File: src/hw/rtl/lflpr_pkg.sv
// shared types and constants of the local fifo/lru page replacer
package lflpr_pkg;

  localparam int unsigned QUOTA_W  = 7;
  localparam int unsigned TIME_W   = 32;
  localparam int unsigned FAULT_W  = 32;
  localparam int unsigned FIDX_W   = 6;
  localparam int unsigned CFG_W    = 7;
  localparam int unsigned CFG_IDX_W = 1;

  localparam logic CMD_REF   = 1'b0;
  localparam logic CMD_CLEAR = 1'b1;

  localparam logic POLICY_FIFO = 1'b0;
  localparam logic POLICY_LRU  = 1'b1;

  localparam logic [CFG_IDX_W-1:0] CFG_FRAMES_PER_PROCESS = 1'b0;
  localparam logic [CFG_IDX_W-1:0] CFG_POLICY_MODE        = 1'b1;

  localparam logic [QUOTA_W-1:0] QUOTA_RESET = 7'd4;

  typedef enum logic [1:0] {
    ST_IDLE,
    ST_SCAN,
    ST_COMMIT
  } lflpr_state_e;

  // controller to datapath
  typedef struct packed {
    logic load;
    logic scan_rd;
    logic commit;
  } lflpr_cmd_t;

  // datapath to controller
  typedef struct packed {
    logic is_clear;
    logic scan_done;
    logic rd_pend;
    logic out_free;
  } lflpr_sts_t;

endpackage

File: src/hw/rtl/lflpr_ctrl.sv
// sequencing state machine: accept, table scan, commit
module lflpr_ctrl (
  input  logic                 clk_i,
  input  logic                 rst_ni,
  input  logic                 in_valid_i,
  output logic                 in_stall_o,
  input  lflpr_pkg::lflpr_sts_t sts_i,
  output lflpr_pkg::lflpr_cmd_t cmd_o
);
  import lflpr_pkg::*;

  lflpr_state_e state_q, state_d;

  always_ff @(posedge clk_i or negedge rst_ni) begin
    if (!rst_ni) begin
      state_q <= ST_IDLE;
    end else begin
      state_q <= state_d;
    end
  end

  always_comb begin
    state_d       = state_q;
    cmd_o         = '0;
    in_stall_o    = 1'b1;
    unique case (state_q)
      ST_IDLE: begin
        in_stall_o = 1'b0;
        if (in_valid_i) begin
          cmd_o.load = 1'b1;
          state_d    = ST_SCAN;
        end
      end
      ST_SCAN: begin
        if (sts_i.is_clear || (sts_i.scan_done && !sts_i.rd_pend)) begin
          state_d = ST_COMMIT;
        end else begin
          cmd_o.scan_rd = !sts_i.scan_done;
        end
      end
      ST_COMMIT: begin
        if (sts_i.out_free) begin
          cmd_o.commit = 1'b1;
          state_d      = ST_IDLE;
        end
      end
      default: begin
        state_d = ST_IDLE;
      end
    endcase
  end

  // a scan always ends in a commit, never straight back to idle
  a_scan_to_commit: assert property (@(posedge clk_i) disable iff (!rst_ni)
    state_q == ST_SCAN |=> state_q != ST_IDLE)
    else $error("scan left without commit");

  a_commit_room: assert property (@(posedge clk_i) disable iff (!rst_ni)
    cmd_o.commit |-> sts_i.out_free)
    else $error("commit while output word still held");

  a_idle_quiet: assert property (@(posedge clk_i) disable iff (!rst_ni)
    state_q == ST_IDLE |-> !cmd_o.scan_rd && !cmd_o.commit)
    else $error("table activity while idle");

endmodule

File: config.mk
export PLATFORM = sky130hd
export DESIGN_NAME = lflpr_ctrl
export DESIGN_NICKNAME = d
export VERILOG_FILES = /design/src/hw/rtl/lflpr_pkg.sv /design/src/hw/rtl/lflpr_ctrl.sv
export SDC_FILE = /design/constraint.sdc
export NUM_CORES = 1
export LEC_CHECK = 0
export BUFFER_PORTS_ARGS = -buffer_cell sky130_fd_sc_hd__buf_2
export CORE_AREA = 4 4 41 43
export DETAILED_ROUTE_END_ITERATION = 8
export DIE_AREA = 0 0 45 47
export PLACE_DENSITY = 0.4
export SLEW_MARGIN = 20
export SYNTH_ARGS = -nofsm -noshare
export SYNTH_HDL_FRONTEND = slang
export SYNTH_SLANG_ARGS = --single-unit
File: constraint.sdc
create_clock -name clk_i -period 0.85 [get_ports clk_i]
set_input_delay 0.17 -clock clk_i [delete_from_list [all_inputs] [get_ports clk_i]]
set_output_delay 0.17 -clock clk_i [all_outputs]
set_load 0.005 [all_outputs]
* Word-level counts from Yosys, hierarchy flattened
Cells that the tools add are included.
** Cells by class
- Equal/unequal tests :: 5
- Muxes and demuxes :: 11
- Reductions and logical operators :: 6
** Operator list (count)
- two-way mux 1 bit :: 7
- two-way mux 2 bit :: 3
- != test 2 bit (second input constant) :: 3
- one-hot mux 2 bit (3 select lines) :: 1
- AND reduction 3 bit :: 1
- == test 2 x 1 -> 1 bit (second input constant) :: 1
- == test 2 bit (second input constant) :: 1
- logical NOT 1 bit :: 2
- logical NOT 2 bit :: 1
- logical AND 1 bit :: 1
- logical OR 1 bit :: 1
** Storage, ports and cells
- Register bits after elaboration :: 2
- Input bits :: 7
- Logic and storage cells :: 23

* Logic depth before layout (Yosys ltp)
Gate-level depths: netlist (run 1).
- Word-level depth :: 5
- Depth in mapped cells :: 3
- Mapped depth without buffers :: 3

* Worst setup path after synthesis (run 1)
OpenSTA, ideal clock, no wires.
- Kind :: flip-flop to output port
- Start point :: register state_q[0]
- End point :: output port cmd_o[2] in the netlist's numbering
- Arrival :: 727 ps
- Required time :: 680 ps
- Path slack :: -47 ps
- Cell stages (with the launch flop) :: 3
- Buffers on the path :: 0
- Path through :: dfrtp_1 or2_4 nor2_4
** RTL lines
- start: declaration :: RTL line lflpr_ctrl.sv:12 : lflpr_state_e state_q, state_d;
- start signal: assignment :: RTL line lflpr_ctrl.sv:18 : state_q <= state_d;
- end: declaration :: RTL line lflpr_ctrl.sv:8 : output lflpr_pkg::lflpr_cmd_t cmd_o

==> results of run 1 <==
path summary, 6_finish.rpt:
check,from,to,slack [ns],depth (start not counted)
max,state_q[1],cmd_o[2],-0.37,3
min,sts_i[0],state_q[1],0.18,2
max reg2reg,state_q[1],state_q[0],-0.12,4
min reg2reg,state_q[0],state_q[0],0.55,1
max in group asynchronous,rst_ni,state_q[1],0.48,2
min in group asynchronous,rst_ni,state_q[0],0.27,2
layout by cell type, fill, tap and decap left out, types with 2 or more instances in the layout:
| master | count |
|---|---|
| sky130_fd_sc_hd__buf_2 | 10 |
| sky130_fd_sc_hd__buf_4 | 2 |
| sky130_fd_sc_hd__clkbuf_4 | 3 |
| sky130_fd_sc_hd__dfrtp_1 | 2 |
| sky130_fd_sc_hd__inv_1 | 4 |
synth_stat cells:
cell type and count:
sky130_fd_sc_hd__a21oi_1 1, sky130_fd_sc_hd__nor3_1 1, sky130_fd_sc_hd__nor2_4 1, sky130_fd_sc_hd__nand2b_1 1
sky130_fd_sc_hd__nand2_1 1, sky130_fd_sc_hd__nor2_1 1, sky130_fd_sc_hd__or2_4 1, sky130_fd_sc_hd__a31o_1 1
sky130_fd_sc_hd__dfrtp_1 2, sky130_fd_sc_hd__o22ai_1 1, sky130_fd_sc_hd__inv_1 4
worst max-delay path, stage by stage (launching register included):
cell and delay (ns):
sky130_fd_sc_hd__dfrtp_1 0.38, sky130_fd_sc_hd__or2_4 0.27, sky130_fd_sc_hd__nor2_4 0.08, sky130_fd_sc_hd__buf_2 0.11
repair_timing:
action,4_1_cts,5_1_grt
pin swaps,0,0
setup endpoints to repair,5,5
gates resized for setup,1,0
hold buffers,1,0
setup buffers,1,0
endpoints found under the hold margin,2,0
metal layers:
metal,wire length (um),vias up,GRT usage [%]
li1,-,80,-
met1,242,66,6.82
met2,115,11,4.52
met3,71,0,5.36
met4,0,0,5.26
met5,0,-,0
cell type report:
type	count	area, sq um
repair buffers	13	75.1
clock buffers	3	22.5
well taps	15	18.8
inverters	4	15.0
fillers	161	1060
flip-flops and latches	2	50.0
multi-input cells	9	63.8
power groups by stage:
stage / Combinational, mW / Sequential [mW] / Clock, mW
6_report: 0.304 / 0.166 / 0.208
5_1_grt: 0.341 / 0.173 / 0.232
4_1_cts: 0.307 / 0.166 / 0.223
3_5_place_dp: 0.275 / 0.166 / 0
3_3_place_gp: 0.278 / 0.169 / 0
2_1_floorplan: 0.165 / 0.161 / 0
logic make-up after synthesis:
logic type / count (synthesis) / synth area share [%]
and+or+nand+nor: 6 / 31.3
DFF: 2 / 40.4
AOI/OAI and AO/OA: 3 / 16.2
buffers and inverters: 4 / 12.1
==> impl_metrics.py, run 1 <==
metrics = {
    "die": {
        "core.rowCount": 13,
        "dieHeight_um": 47,
        "initial_utilization_pct": 9.52,
        "die_width_um": 45,
        "ioPinCount": 11,
        "design.core.area_sq_mm": 0.00130,
        "die_outline_area_sq_mm": 0.00212,
    },
    "worst_setup_path": {
        "critPathMaxFanout": 3,
        "worstSetupEndpointType": "output port",
        "start_kind": "flip-flop",
        "cp.arrival_ns": 1.05,
        "worstSetupPathType": "reg -> out",
        "worstPathRequired_ns": 0.68,
    },
    "sta": {
        "fin_skew_ns": 0.00179,
        "timing.final.ws_setup_ns": -0.373,
        "fmaxAchievable_ghz": 0.817,
        "fin_setup_tns_ns": -1.45,
        "finalSetupViolCount": 5,
        "min_period_over_period_pct": 144,
        "count_of_final_max_slew_check_failures": 0,
        "finalHoldViolations": 0,
        "rsz0062_at_grt": "yes",
        "worst_slew_pin_slew_ns": 0.189,
        "whs_ns": 0.176,
        "post-route-min-period_ns": 1.22,
        "slew_headroom_pct": 87.4,
    },
    "clocking": {
        "cts.sink_count": 2,
        "max-clock-path-buffers": 2,
        "cts_root_buf": "sky130_fd_sc_hd__clkbuf_4",
        "clock_insertion_delay_worst_skew_ns": 0.22,
        "worst_setup_hold_path_clk_slew_ns": 0.03,
        "cts_tree": "built",
        "h-tree-depth": 1,
        "cts_buffers": 3,
    },
    "logic_synthesis": {
        "yosys_warnings": 0,
        "synth.ff_latch_count": 2,
        "post_synth_main_area_contributors": "sky130_fd_sc_hd__dfrtp_1, sky130_fd_sc_hd__inv_1, sky130_fd_sc_hd__nor2_4",
        "mappedNetlistNets": 22,
        "synth_sequential_area_ratio_pct": 40.4,
        "post-synth-top-area-cell": "sky130_fd_sc_hd__dfrtp_1",
        "post_synth_instance_area_sq_um": 124,
        "netlist-cell-type-count": 11,
        "synth_area_per_cell_sq_um": 8.26,
        "synth_cells": 15,
        "synthDominantCellAreaShare_pct": 40.4,
    },
    "cells_and_area": {
        "num_antenna_cells": 0,
        "drive_gt1_share_pct": 58.1,
        "stdcell_count": 46,
        "largest_register": "state_q",
        "num-nets-final": 40,
        "layout-area-overhead-vs-synth_pct": 98.0,
        "finalCoreUtilization_pct": 18.8,
        "final_cell_area_sq_um": 245,
        "largest_register_ff_count": 2,
        "reg.largest.list": "state_q (2)",
    },
    "grt": {
        "grt_antenna_before_repair": 0,
        "grt_pass1_vias": 158,
        "grt_start_max_net_pins": 5,
        "leftover_overflow_at_the_end_of_global_routing": 0,
        "grt_pass1_wl_um": 696,
        "grt_usage_pct": 5.45,
    },
    "route": {
        "routed_via_density": 3.41,
        "drt-initial-drc-count": 6,
        "drtPass1Iterations": 4,
        "ant_nets": 0,
        "route.final.wire_length_um": 429,
        "avgRoutedWirePerCell_um": 9.33,
        "drc_errors": 0,
        "total_number_of_vias": 157,
    },
    "power_and_ir_drop": {
        "power.total_mw": 0.678,
        "switching_share_pct": 31.4,
        "clockPowerShare_pct": 30.7,
        "total_switching_power_mw": 0.213,
        "max-vdd-ir-drop_v": 0.000731,
        "combinationalPowerShare_pct": 44.9,
        "power_density_mw_per_mm2": 2770,
        "cellLeakagePower_nw": 0.135,
        "seq_power_share_pct": 24.4,
        "cellInternalPower_mw": 0.466,
    },
    "status": {
        "violated_checks": "negative setup slack",
        "run_status": "finished, violations left",
    },
    "place": {
        "io_buffer_count": 10,
        "dp_slack_ns": -0.151,
        "finalWeightedCongestion": 0.721,
        "dpl-instance-area_sq_um": 200,
        "dp_cells": 41,
    },
    "min_path": {
        "min_path_type": "in -> reg",
    },
    "flow_run": {
        "max_cap_viol_count": 0,
    },
}
Note: power is estimated with default switching activity, not from simulation.
==> inputs of run 2 (changes only) <==
--- a/config.mk
+++ b/config.mk
@@ -10,6 +10,7 @@
 export DETAILED_ROUTE_END_ITERATION = 8
 export DIE_AREA = 0 0 45 47
 export PLACE_DENSITY = 0.4
+export RECOVER_POWER = 25
 export SLEW_MARGIN = 20
 export SYNTH_ARGS = -nofsm -noshare
 export SYNTH_HDL_FRONTEND = slang
==> run 2 against run 1 <==
  * The flow still finishes with violations (negative setup slack)
  * Highest routed layer unchanged
  * Combinational power about the same
  * Largest power group unchanged
  * Critical path type unchanged
  * Flip-flop and latch count unchanged
  * Critical path depth unchanged
==> impl_metrics.py, run 2 (synthesis gave the netlist of run 1 again) <==
metrics = {
    "status": {
        "run_status": "finished, violations left",
        "violated_checks": "negative setup slack",
    },
    "grt": {
        "grt_pass1_vias": 158,
        "grt_antenna_before_repair": 0,
        "grt_usage_pct": 5.45,
        "leftover_overflow_at_the_end_of_global_routing": 0,
        "grt_pass1_wl_um": 696,
        "grt_start_max_net_pins": 5,
    },
    "clocking": {
        "cts_tree": "built",
        "clock_insertion_delay_worst_skew_ns": 0.22,
        "cts_buffers": 3,
        "cts.sink_count": 2,
        "h-tree-depth": 1,
        "worst_setup_hold_path_clk_slew_ns": 0.03,
        "cts_root_buf": "sky130_fd_sc_hd__clkbuf_4",
        "max-clock-path-buffers": 2,
    },
    "power_and_ir_drop": {
        "power_density_mw_per_mm2": 2780,
        "cellLeakagePower_nw": 0.132,
        "max-vdd-ir-drop_v": 0.000730,
        "power.total_mw": 0.678,
    },
    "min_path": {
        "worstHoldStart": "sts_i[0]",
        "holdPathStages": 2,
        "min_path_type": "in -> reg",
        "holdPathEnd": "state_q[1]",
    },
    "place": {
        "finalWeightedCongestion": 0.721,
        "dpl-instance-area_sq_um": 200,
        "io_buffer_count": 10,
    },
    "cells_and_area": {
        "layout.cells.most_common": "sky130_fd_sc_hd__buf_2",
        "num_antenna_cells": 0,
        "finalCoreUtilization_pct": 18.8,
        "mostFrequentLayoutCells": "sky130_fd_sc_hd__buf_2, sky130_fd_sc_hd__inv_1, sky130_fd_sc_hd__clkbuf_4, sky130_fd_sc_hd__buf_4, sky130_fd_sc_hd__dfrtp_1",
        "layout-area-overhead-vs-synth_pct": 97.0,
        "largest_register_ff_count": 2,
        "largest_register": "state_q",
        "sequential_cell_area_sq_um": 50.0,
        "reg.largest.list": "state_q (2)",
        "final_cell_area_sq_um": 244,
        "num-nets-final": 40,
        "multi_input_area_sq_um": 63.8,
        "num-fill-cells": 162,
        "drive_gt1_share_pct": 54.8,
    },
    "sta": {
        "timing.final.ws_setup_ns": -0.373,
        "post-route-min-period_ns": 1.22,
        "worst_slew_pin_slew_ns": 0.190,
        "fmaxAchievable_ghz": 0.818,
        "fin_skew_ns": 0.00177,
        "finalHoldViolations": 0,
        "min_period_over_period_pct": 144,
        "slew_headroom_pct": 87.4,
        "count_of_final_max_slew_check_failures": 0,
        "rsz0062_at_grt": "yes",
        "whs_ns": 0.179,
        "fin_setup_tns_ns": -1.45,
        "finalSetupViolCount": 5,
    },
    "worst_setup_path": {
        "ff2ff_path_depth": 4,
        "worstSetupEndpointType": "output port",
        "regToRegEndpoint": "state_q[0]",
        "worstPathRequired_ns": 0.68,
        "cp.arrival_ns": 1.05,
        "ff2ff_setup_slack_ns": -0.12,
        "worstSetupPathType": "reg -> out",
        "start_kind": "flip-flop",
        "r2r_start": "state_q[1]",
        "critPathMaxFanout": 3,
    },
    "die": {
        "design.core.area_sq_mm": 0.00130,
        "core.rowCount": 13,
        "die_outline_area_sq_mm": 0.00212,
        "dieHeight_um": 47,
        "die_width_um": 45,
        "initial_utilization_pct": 9.52,
        "ioPinCount": 11,
    },
    "route": {
        "routed_via_density": 3.43,
        "route.final.wire_length_um": 428,
        "avgRoutedWirePerCell_um": 9.30,
        "drt-initial-drc-count": 4,
        "drtPass1Iterations": 2,
        "total_number_of_vias": 158,
        "drc_errors": 0,
        "ant_nets": 0,
    },
    "flow_run": {
        "max_cap_viol_count": 0,
    },
}
## run 2: changes by cell type in the layout (fill, tap and decap cells not counted)
cell                       change
sky130_fd_sc_hd__clkbuf_1      +1
sky130_fd_sc_hd__buf_2         -1
## run 2: how the worst max path moves through the flow
stage	start	end	slack, ns
after floorplan	state_q[1]	cmd_o[2]	-0.04
after global placement	state_q[1]	cmd_o[1]	-0.17
after detailed placement	state_q[1]	cmd_o[2]	-0.15
after CTS	state_q[1]	cmd_o[2]	-0.39
after global routing	state_q[1]	cmd_o[1]	-0.45
final	state_q[1]	cmd_o[2]	-0.37
## run 2: critical path: stages, from the launching register on
cell	delay [ns]
sky130_fd_sc_hd__dfrtp_1	0.38
sky130_fd_sc_hd__or2_4	0.27
sky130_fd_sc_hd__nor2_4	0.08
sky130_fd_sc_hd__buf_2	0.11
## run 2: stage by stage
step / cells / worst slack (ns)
floorplan: 15 / -0.0377
CTS: 46 / -0.386
global route: 46 / -0.448
global placement: 41 / -0.173
finish: 46 / -0.373
detailed placement: 41 / -0.151
## run 2: metal layers
metal	GRT usage [%]	up-vias	part of all wire, %
li1	-	81	-
met3	5.36	0	17
met1	6.82	66	57
met2	4.52	11	27
met5	0	-	0
met4	5.26	0	0
## run 2: final cells by class
type                            instances  area share, %
Clock buffer                            3           9.23
Tap cell                               15           7.69
Inverter                                4           6.15
Sequential cell                         2           20.5
Timing Repair Buffer                   13           30.3
Multi-Input combinational cell          9           26.2
## run 2: where the power goes
part,internal (mW),switching (mW),total [mW]
clock,0.156,0.0521,0.208
combinational,0.174,0.130,0.304
sequential,0.135,0.0318,0.167
## run 2: repair_timing
item | CTS | global route
hold endpoints to repair | 2 | 0
hold buffers | 1 | 0
buffers inserted | 1 | 0
pin swaps | 0 | 0
gates cloned | 0 | 0
resized for setup | 1 | 0
endpoints found under the setup margin | 5 | 5
==> inputs of run 3 (changes only) <==
--- a/config.mk
+++ b/config.mk
@@ -9,6 +9,7 @@
 export CORE_AREA = 4 4 41 43
 export DETAILED_ROUTE_END_ITERATION = 8
 export DIE_AREA = 0 0 45 47
+export GPL_TIMING_DRIVEN = 0
 export PLACE_DENSITY = 0.4
 export RECOVER_POWER = 25
 export SLEW_MARGIN = 20
==> run 3 against run 2 <==
  * The run still ends with negative setup slack left
  * First-iteration DRC count fell by 50%
  * Non-clock buffer count shrank 1
  * Clock skew down 0.0016 ns
  * Wire length is 1.4% higher
  * Critical path type unchanged
  * Die area is the same
  * Critical endpoint unchanged
  * Sequential share of layout area increased by 0.11 points
  * Power increased by 2.0%
==> impl_metrics.py, run 3 (synthesis gave the netlist of run 1 again) <==
metrics = {
    "status": {
        "run_status": "finished, violations left",
        "violated_checks": "negative setup slack",
    },
    "route": {
        "routed_via_density": 3.27,
        "route.final.wire_length_um": 434,
        "drtPass1Iterations": 2,
        "ant_nets": 0,
        "avgRoutedWirePerCell_um": 9.64,
        "total_number_of_vias": 147,
        "drc_errors": 0,
        "drt-initial-drc-count": 2,
    },
    "worst_setup_path": {
        "cp.arrival_ns": 1.07,
        "worstSetupEndpointType": "output port",
        "worstSetupPathType": "reg -> out",
        "start_kind": "flip-flop",
        "critPathMaxFanout": 3,
        "worstPathRequired_ns": 0.68,
    },
    "place": {
        "finalWeightedCongestion": 0.687,
        "dp_slack_ns": -0.153,
        "io_buffer_count": 10,
        "dp_cells": 40,
        "dp_hpwl_um": 334,
        "dpl-instance-area_sq_um": 193,
    },
    "clocking": {
        "h-tree-depth": 1,
        "max-clock-path-buffers": 2,
        "clock_insertion_delay_worst_skew_ns": 0.22,
        "cts_root_buf": "sky130_fd_sc_hd__clkbuf_4",
        "cts.sink_count": 2,
        "worst_setup_hold_path_clk_slew_ns": 0.03,
        "cts_buffers": 3,
        "cts_tree": "built",
    },
    "cells_and_area": {
        "finalCoreUtilization_pct": 18.7,
        "num-fill-cells": 154,
        "num-nets-final": 39,
        "layout.cells.most_common": "sky130_fd_sc_hd__buf_2",
        "mostFrequentLayoutCells": "sky130_fd_sc_hd__buf_2, sky130_fd_sc_hd__inv_1, sky130_fd_sc_hd__clkbuf_4, sky130_fd_sc_hd__dfrtp_1",
        "final_cell_area_sq_um": 243,
        "drive_gt1_share_pct": 53.3,
        "num_antenna_cells": 0,
        "largest_register": "state_q",
        "reg.largest.list": "state_q (2)",
        "layout-area-overhead-vs-synth_pct": 96.0,
        "largest_register_ff_count": 2,
        "stdcell_count": 45,
    },
    "die": {
        "dieHeight_um": 47,
        "die_width_um": 45,
        "design.core.area_sq_mm": 0.00130,
        "initial_utilization_pct": 9.52,
        "ioPinCount": 11,
        "core.rowCount": 13,
        "die_outline_area_sq_mm": 0.00212,
    },
    "power_and_ir_drop": {
        "total_switching_power_mw": 0.215,
        "seq_power_share_pct": 24.1,
        "cellLeakagePower_nw": 0.130,
        "power_density_mw_per_mm2": 2850,
        "max-vdd-ir-drop_v": 0.000546,
        "cellInternalPower_mw": 0.477,
        "combinationalPowerShare_pct": 46.2,
        "clockPowerShare_pct": 29.7,
        "switching_share_pct": 31.0,
    },
    "grt": {
        "grt_antenna_before_repair": 0,
        "grt_pass1_wl_um": 745,
        "grt_pass1_vias": 177,
        "grt_start_max_net_pins": 5,
        "grt_usage_pct": 5.60,
        "leftover_overflow_at_the_end_of_global_routing": 0,
    },
    "flow_run": {
        "max_cap_viol_count": 0,
    },
    "sta": {
        "worst_slew_pin_slew_ns": 0.210,
        "count_of_final_max_slew_check_failures": 0,
        "slew_headroom_pct": 86.0,
        "finalHoldViolations": 0,
        "min_period_over_period_pct": 146,
        "fin_skew_ns": 0.000214,
        "post-route-min-period_ns": 1.24,
        "timing.final.ws_setup_ns": -0.389,
        "finalSetupViolCount": 5,
        "rsz0062_at_grt": "yes",
        "fin_setup_tns_ns": -1.48,
        "fmaxAchievable_ghz": 0.807,
    },
    "min_path": {
        "min_path_type": "in -> reg",
    },
}
run 3: what timing repair did:
action                                 in CTS  in global routing
setup endpoints to repair                   5                  5
resized for setup                           1                  1
pin swaps                                   0                  0
setup buffers                               1                  0
hold buffers                                1                  0
endpoints found under the hold margin       2                  0
run 3: final timing paths:
kind	startpoint	endpoint	slack (ns)	cells past startpoint
max	state_q[1]	cmd_o[2]	-0.39	3
max reg2reg	state_q[1]	state_q[0]	-0.14	4
min	sts_i[0]	state_q[1]	0.17	2
min reg2reg	state_q[0]	state_q[0]	0.55	1
min in group asynchronous	rst_ni	state_q[0]	0.28	2
max in group asynchronous	rst_ni	state_q[1]	0.43	2
run 3: area by class of cell:
class	count	area (sq um)	share of cell area (%)
Multi-Input combinational cell	9	63.8	26.3
Inverter	4	15.0	6.19
Clock buffer	3	22.5	9.28
Tap cell	15	18.8	7.73
Timing Repair Buffer	12	72.6	29.9
Sequential cell	2	50.0	20.6
run 3: per-stage QoR:
step	hold WS, ns	power [mW]
2_1_floorplan	-0.126	0.326
3_3_place_gp	-0.0378	0.422
3_5_place_dp	-0.0364	0.422
4_1_cts	0.164	0.672
5_1_grt	0.172	0.760
6_report	0.172	0.692
run 3: layer usage:
layer,part of all wire (%),track usage [%]
met4,0,7.02
met5,0,0
met1,52,7.48
met3,18,3.83
met2,29,4.52
run 3: power groups by stage:
stage / clock network [mW] / logic (mW) / registers (mW)
detailed placement: 0 / 0.255 / 0.167
global route: 0.233 / 0.352 / 0.175
CTS: 0.219 / 0.287 / 0.166
floorplan: 0 / 0.165 / 0.161
finish: 0.206 / 0.320 / 0.166
global placement: 0 / 0.256 / 0.166
run 3: worst max-delay path, stage by stage (launching register included):
cell,delay (ns)
sky130_fd_sc_hd__dfrtp_1,0.38
sky130_fd_sc_hd__or2_4,0.27
sky130_fd_sc_hd__nor2_4,0.08
sky130_fd_sc_hd__buf_2,0.11
